### config.mk
export PLATFORM = sky130hd
export DESIGN_NAME = fntf_alu
export DESIGN_NICKNAME = d
export VERILOG_FILES = /design/src/hw/rtl/fntf_pkg.sv /design/src/hw/rtl/fntf_alu.sv
export SDC_FILE = /design/constraint.sdc
export NUM_CORES = 2
export LEC_CHECK = 0
export ABC_AREA = 1
export BUFFER_PORTS_ARGS = -buffer_cell sky130_fd_sc_hd__buf_2
export CORE_AREA = 2 2 251 501
export CTS_BUF_LIST = sky130_fd_sc_hd__clkbuf_8
export DETAILED_ROUTE_END_ITERATION = 6
export DIE_AREA = 0 0 253 503
export PLACE_DENSITY_LB_ADDON = 0.1
export SYNTH_ARGS = -nofsm -noshare
export SYNTH_HDL_FRONTEND = slang
export SYNTH_SLANG_ARGS = --single-unit
### constraint.sdc
create_clock -name clk -period 10.4 [get_ports clk]
set_input_delay 1.04 -clock clk [delete_from_list [all_inputs] [get_ports clk]]
set_output_delay 1.04 -clock clk [all_outputs]
set_load 0.01 [all_outputs]
### src/hw/rtl/fntf_pkg.sv
package fntf_pkg;

  localparam int MAX_NODES_DEF  = 8;
  localparam int COORD_BITS_DEF = 24;
  localparam int CW             = 24;
  localparam int SUM_W          = 29;
  localparam int FRAC_T         = 30;

  localparam logic [1:0] KIND_CENTROID = 2'd0;
  localparam logic [1:0] KIND_NORMAL   = 2'd1;
  localparam logic [1:0] KIND_TANGENT  = 2'd2;
  localparam logic [1:0] KIND_BINORMAL = 2'd3;

  localparam logic [1:0] ST_OK       = 2'd0;
  localparam logic [1:0] ST_FEW      = 2'd1;
  localparam logic [1:0] ST_MANY     = 2'd2;
  localparam logic [1:0] ST_ZERO_DEN = 2'd3;

  typedef enum logic [2:0] {
    OP_MUL,
    OP_DIV,
    OP_SQRT
  } op_t;

  typedef struct packed {
    logic       start;
    op_t        op;
    logic [63:0] a;
    logic [63:0] b;
  } alu_req_t;

  typedef struct packed {
    logic        done;
    logic [63:0] res;
  } alu_rsp_t;

endpackage

### src/hw/rtl/fntf_alu.sv
module fntf_alu (
  input  logic               clk,
  input  logic               rst_n,
  input  fntf_pkg::alu_req_t req,
  output fntf_pkg::alu_rsp_t rsp
);

  // unsigned shared unit: registered 32x32 multiply, 64/64 restoring divide
  // and 64-bit integer square root, one bit per cycle
  typedef enum logic [1:0] {
    S_IDLE,
    S_DIV,
    S_SQRT,
    S_DONE
  } state_t;

  state_t      state_r;
  logic [6:0]  cnt_r;
  logic [63:0] acc_r;
  logic [63:0] rem_r;
  logic [63:0] den_r;
  logic [63:0] root_r;
  logic [63:0] res_r;

  logic [64:0] rem_sh;
  logic [64:0] trial;
  logic [63:0] sq_bit;
  logic [63:0] sq_try;
  logic [63:0] mul_p;

  always_comb begin
    mul_p  = {32'd0, req.a[31:0]} * {32'd0, req.b[31:0]};
    rem_sh = {rem_r, acc_r[63]};
    trial  = rem_sh - {1'b0, den_r};
    sq_bit = 64'd1 << {cnt_r[5:0], 1'b0};
    sq_try = root_r + sq_bit;
  end

  always_ff @(posedge clk) begin
    if (!rst_n) begin
      state_r <= S_IDLE;
      cnt_r   <= '0;
    end else begin
      case (state_r)
        S_IDLE: begin
          if (req.start) begin
            case (req.op)
              fntf_pkg::OP_MUL: begin
                res_r   <= mul_p;
                state_r <= S_DONE;
              end
              fntf_pkg::OP_DIV: begin
                acc_r   <= req.a;
                den_r   <= req.b;
                rem_r   <= '0;
                cnt_r   <= 7'd64;
                state_r <= S_DIV;
              end
              fntf_pkg::OP_SQRT: begin
                acc_r   <= req.a;
                root_r  <= '0;
                cnt_r   <= 7'd31;
                state_r <= S_SQRT;
              end
              default: state_r <= S_IDLE;
            endcase
          end
        end
        S_DIV: begin
          if (!trial[64]) begin
            rem_r <= trial[63:0];
            acc_r <= {acc_r[62:0], 1'b1};
          end else begin
            rem_r <= rem_sh[63:0];
            acc_r <= {acc_r[62:0], 1'b0};
          end
          cnt_r <= cnt_r - 7'd1;
          if (cnt_r == 7'd1) begin
            state_r <= S_DONE;
            res_r   <= !trial[64] ? {acc_r[62:0], 1'b1} : {acc_r[62:0], 1'b0};
          end
        end
        S_SQRT: begin
          if (acc_r >= sq_try) begin
            acc_r  <= acc_r - sq_try;
            root_r <= (root_r >> 1) + sq_bit;
          end else begin
            root_r <= root_r >> 1;
          end
          cnt_r <= cnt_r - 7'd1;
          if (cnt_r == 7'd0) begin
            state_r <= S_DONE;
            res_r   <= (acc_r >= sq_try) ? (root_r >> 1) + sq_bit : root_r >> 1;
          end
        end
        S_DONE: state_r <= S_IDLE;
        default: state_r <= S_IDLE;
      endcase
    end
  end

  assign rsp.done = (state_r == S_DONE);
  assign rsp.res  = res_r;

endmodule
==> flow_metrics.tcl <==
set metrics [dict create \
    crit_family "adder cells" \
    yosysUniqueCellTypes 52 \
    cts.path.max_buffers 3 \
    grt_first_pass_wirelength_um 377700 \
    numPortBuffers 198 \
    maxSlewHeadroom 0.1264 \
    die_height_um 503 \
    drive_above_1_share 0.03999 \
    r2r-start "cnt_r[0]" \
    dp_hpwl_um 207100 \
    wl_per_cell_um 22.19 \
    synth_nets 11270 \
    die_w_um 253 \
    crit_path_end_kind "register" \
    critPathSlowestCell "buf_2" \
    dr.pass1.iters 7 \
    vias_per_cell 5.558 \
    synth_area_um2 67580 \
    detail-route-antenna-nets 0 \
    worstHoldPathType "input pin to register" \
    fin_crit_ps 8271 \
    num_rows 183 \
    setup_tns_ps 0 \
    wl_met2_um 106800 \
    postCtsSetupBuffers 0 \
    period_share 0.7953 \
    synth_edf_count 320 \
    startpoint "req[91]" \
    cpMostUsedCell "fa_1" \
    drt-initial-drc-count 6795 \
    fin_nets 11260 \
    highest_layer "met5" \
    crit_path_start_kind "input pin" \
    cap_violations 0 \
    ys_warn_count 0 \
    ys_ff_latch 329 \
    crit_fanout 33 \
    cts_hold_buffers 0 \
    cts_made_buffers 54 \
    grt_max_degree 72 \
    cts-root-buf "clkbuf_8" \
    worst_slew_pin_slew_ps 1297 \
    io_pins 199 \
    netlist_instances 9774 \
    seq_area_frac_synth 0.1449 \
    cts_tree "built" \
    grt_pass1_vias 61170 \
    area_delta_synth_final_pct 4.884 \
    drt-total-wl_um 252600 \
    clock_latency_ps 810 \
    grt-ovfl-total 0 \
    crit_type "input pin to register" \
    gp_congestion 1.033 \
    maxSlewViolCount 0 \
    cts_num_sinks 329 \
    violations "DRC" \
    hold_viol_final 0 \
    cts_repair_resize_count 0 \
    drcViolationCount 2 \
    fin_worst_skew_ps 63.80 \
    synth_flop_cell "edfxtp_1" \
    num_vias 63250 \
    clk_pin_slew_ps 80 \
    critPathRequiredTime_ps 10880 \
    min-delay-start "req[32]" \
    critPathMaxStageDelay_ps 760 \
    async_flop_share 0 \
    final_util 0.5733 \
    crit_buf_inv 6 \
    grtUsageTotal 0.3993 \
    layout_commonest_cell "nand2_1" \
    wl_met1_um 106000 \
    start_util 0.5466 \
    core-area_um2 123600 \
    h-tree-depth 2 \
    setup_viol 0 \
    antenna_found_initial 5 \
    rsz0062_at_grt "false" \
    layout_common_cells "2692 x nand2_1, 2382 x inv_1, 898 x fa_1" \
    clock.fmax_mhz 120.9 \
    status "finished with violations" \
    die_area_um2 127300 \
    syn_avg_cell_area_um2 6.914 \
    wl_met3_um 23520 \
    critPathArrivalTime_ps 8750 \
]
flip-flops by register name, indices dropped and copies added, names as in the netlist:
register and flops:
acc_r 64, den_r 64, rem_r 64, res_r 64
root_r 64, cnt_r 7, state_r 2
metrics by stage:
step	worst slack (ps)	instances	cell area [µm²]	hold WS [ps]
finish	2129	11380	70880	402.7
global route	1842	11380	70870	420.9
CTS	2278	11380	70870	353.3
detailed placement	1498	11280	69640	480.4
global placement	1512	11280	69640	470.8
floorplan	2270	9774	67580	455.3
final timing paths:
path | depth (start not counted) | slack, ps | end
worst min-delay path | 1 | 400 | den_r[32]
worst max register to register | 24 | 2260 | acc_r[60]
worst max-delay path | 25 | 2130 | res_r[45]
worst min register to register | 2 | 490 | cnt_r[6]
final cells by class:
| cell class | instances | area, µm² |
|---|---|---|
| Multi-Input combinational cell | 6746 | 47590 |
| Inverter | 2384 | 8950 |
| Clock buffer | 54 | 743.2 |
| Clock inverter | 45 | 486.7 |
| Antenna cell | 5 | 12.51 |
| Tap cell | 1572 | 1967 |
| Timing Repair Buffer | 245 | 1344 |
| Sequential cell | 329 | 9789 |
| Fill cell | 12300 | 52760 |
synthesized netlist by cell type (7+ instances only):
| cell | instances | share of area |
|---|---|---|
| nor3_1 | 57 | 0.0042 |
| xor2_1 | 69 | 0.0089 |
| fa_1 | 898 | 0.27 |
| o21a_1 | 9 | 0.0010 |
| o21ai_0 | 297 | 0.022 |
| and2_1 | 9 | 0.00083 |
| buf_1 | 25 | 0.0014 |
| nand2_2 | 11 | 0.0010 |
| inv_2 | 11 | 0.00061 |
| a21o_1 | 7 | 0.00078 |
| inv_1 | 2371 | 0.13 |
| buf_2 | 20 | 0.0015 |
| edfxtp_1 | 320 | 0.14 |
| dfxtp_1 | 9 | 0.0027 |
| clkbuf_1 | 250 | 0.014 |
| ha_1 | 466 | 0.086 |
| a21oi_1 | 630 | 0.047 |
| nand2_1 | 2692 | 0.15 |
| nand3b_1 | 36 | 0.0040 |
| o21bai_1 | 47 | 0.0052 |
| or2_2 | 14 | 0.0013 |
| nor2_1 | 774 | 0.043 |
| nand4_1 | 77 | 0.0071 |
| xnor2_1 | 66 | 0.0086 |
| nor4_1 | 15 | 0.0014 |
| o21ai_1 | 56 | 0.0041 |
| nand3_1 | 456 | 0.034 |
cell families (layout without fill, tap and decap cells):
logic type      after synthesis  count (layout)  synth area share
fa+ha+maj                  1364            1364            0.3523
other cells                   0               5                 0
flops                       329             329            0.1449
simple gates               4167            4167            0.2492
buf+inv                    2699            2728            0.1522
compound gates             1080            1080           0.08389
xor+xnor                    135             135           0.01750
layer usage:
metal  vias to the layer above  track usage
met3                       557      0.07354
li1                      29470            -
met2                      3061       0.5919
met5                         -            0
met4                         6       0.2171
met1                     30160       0.5527
Power is not shown: default switching activity piles up to over one toggle a cycle in this logic, so the estimate is an artifact.
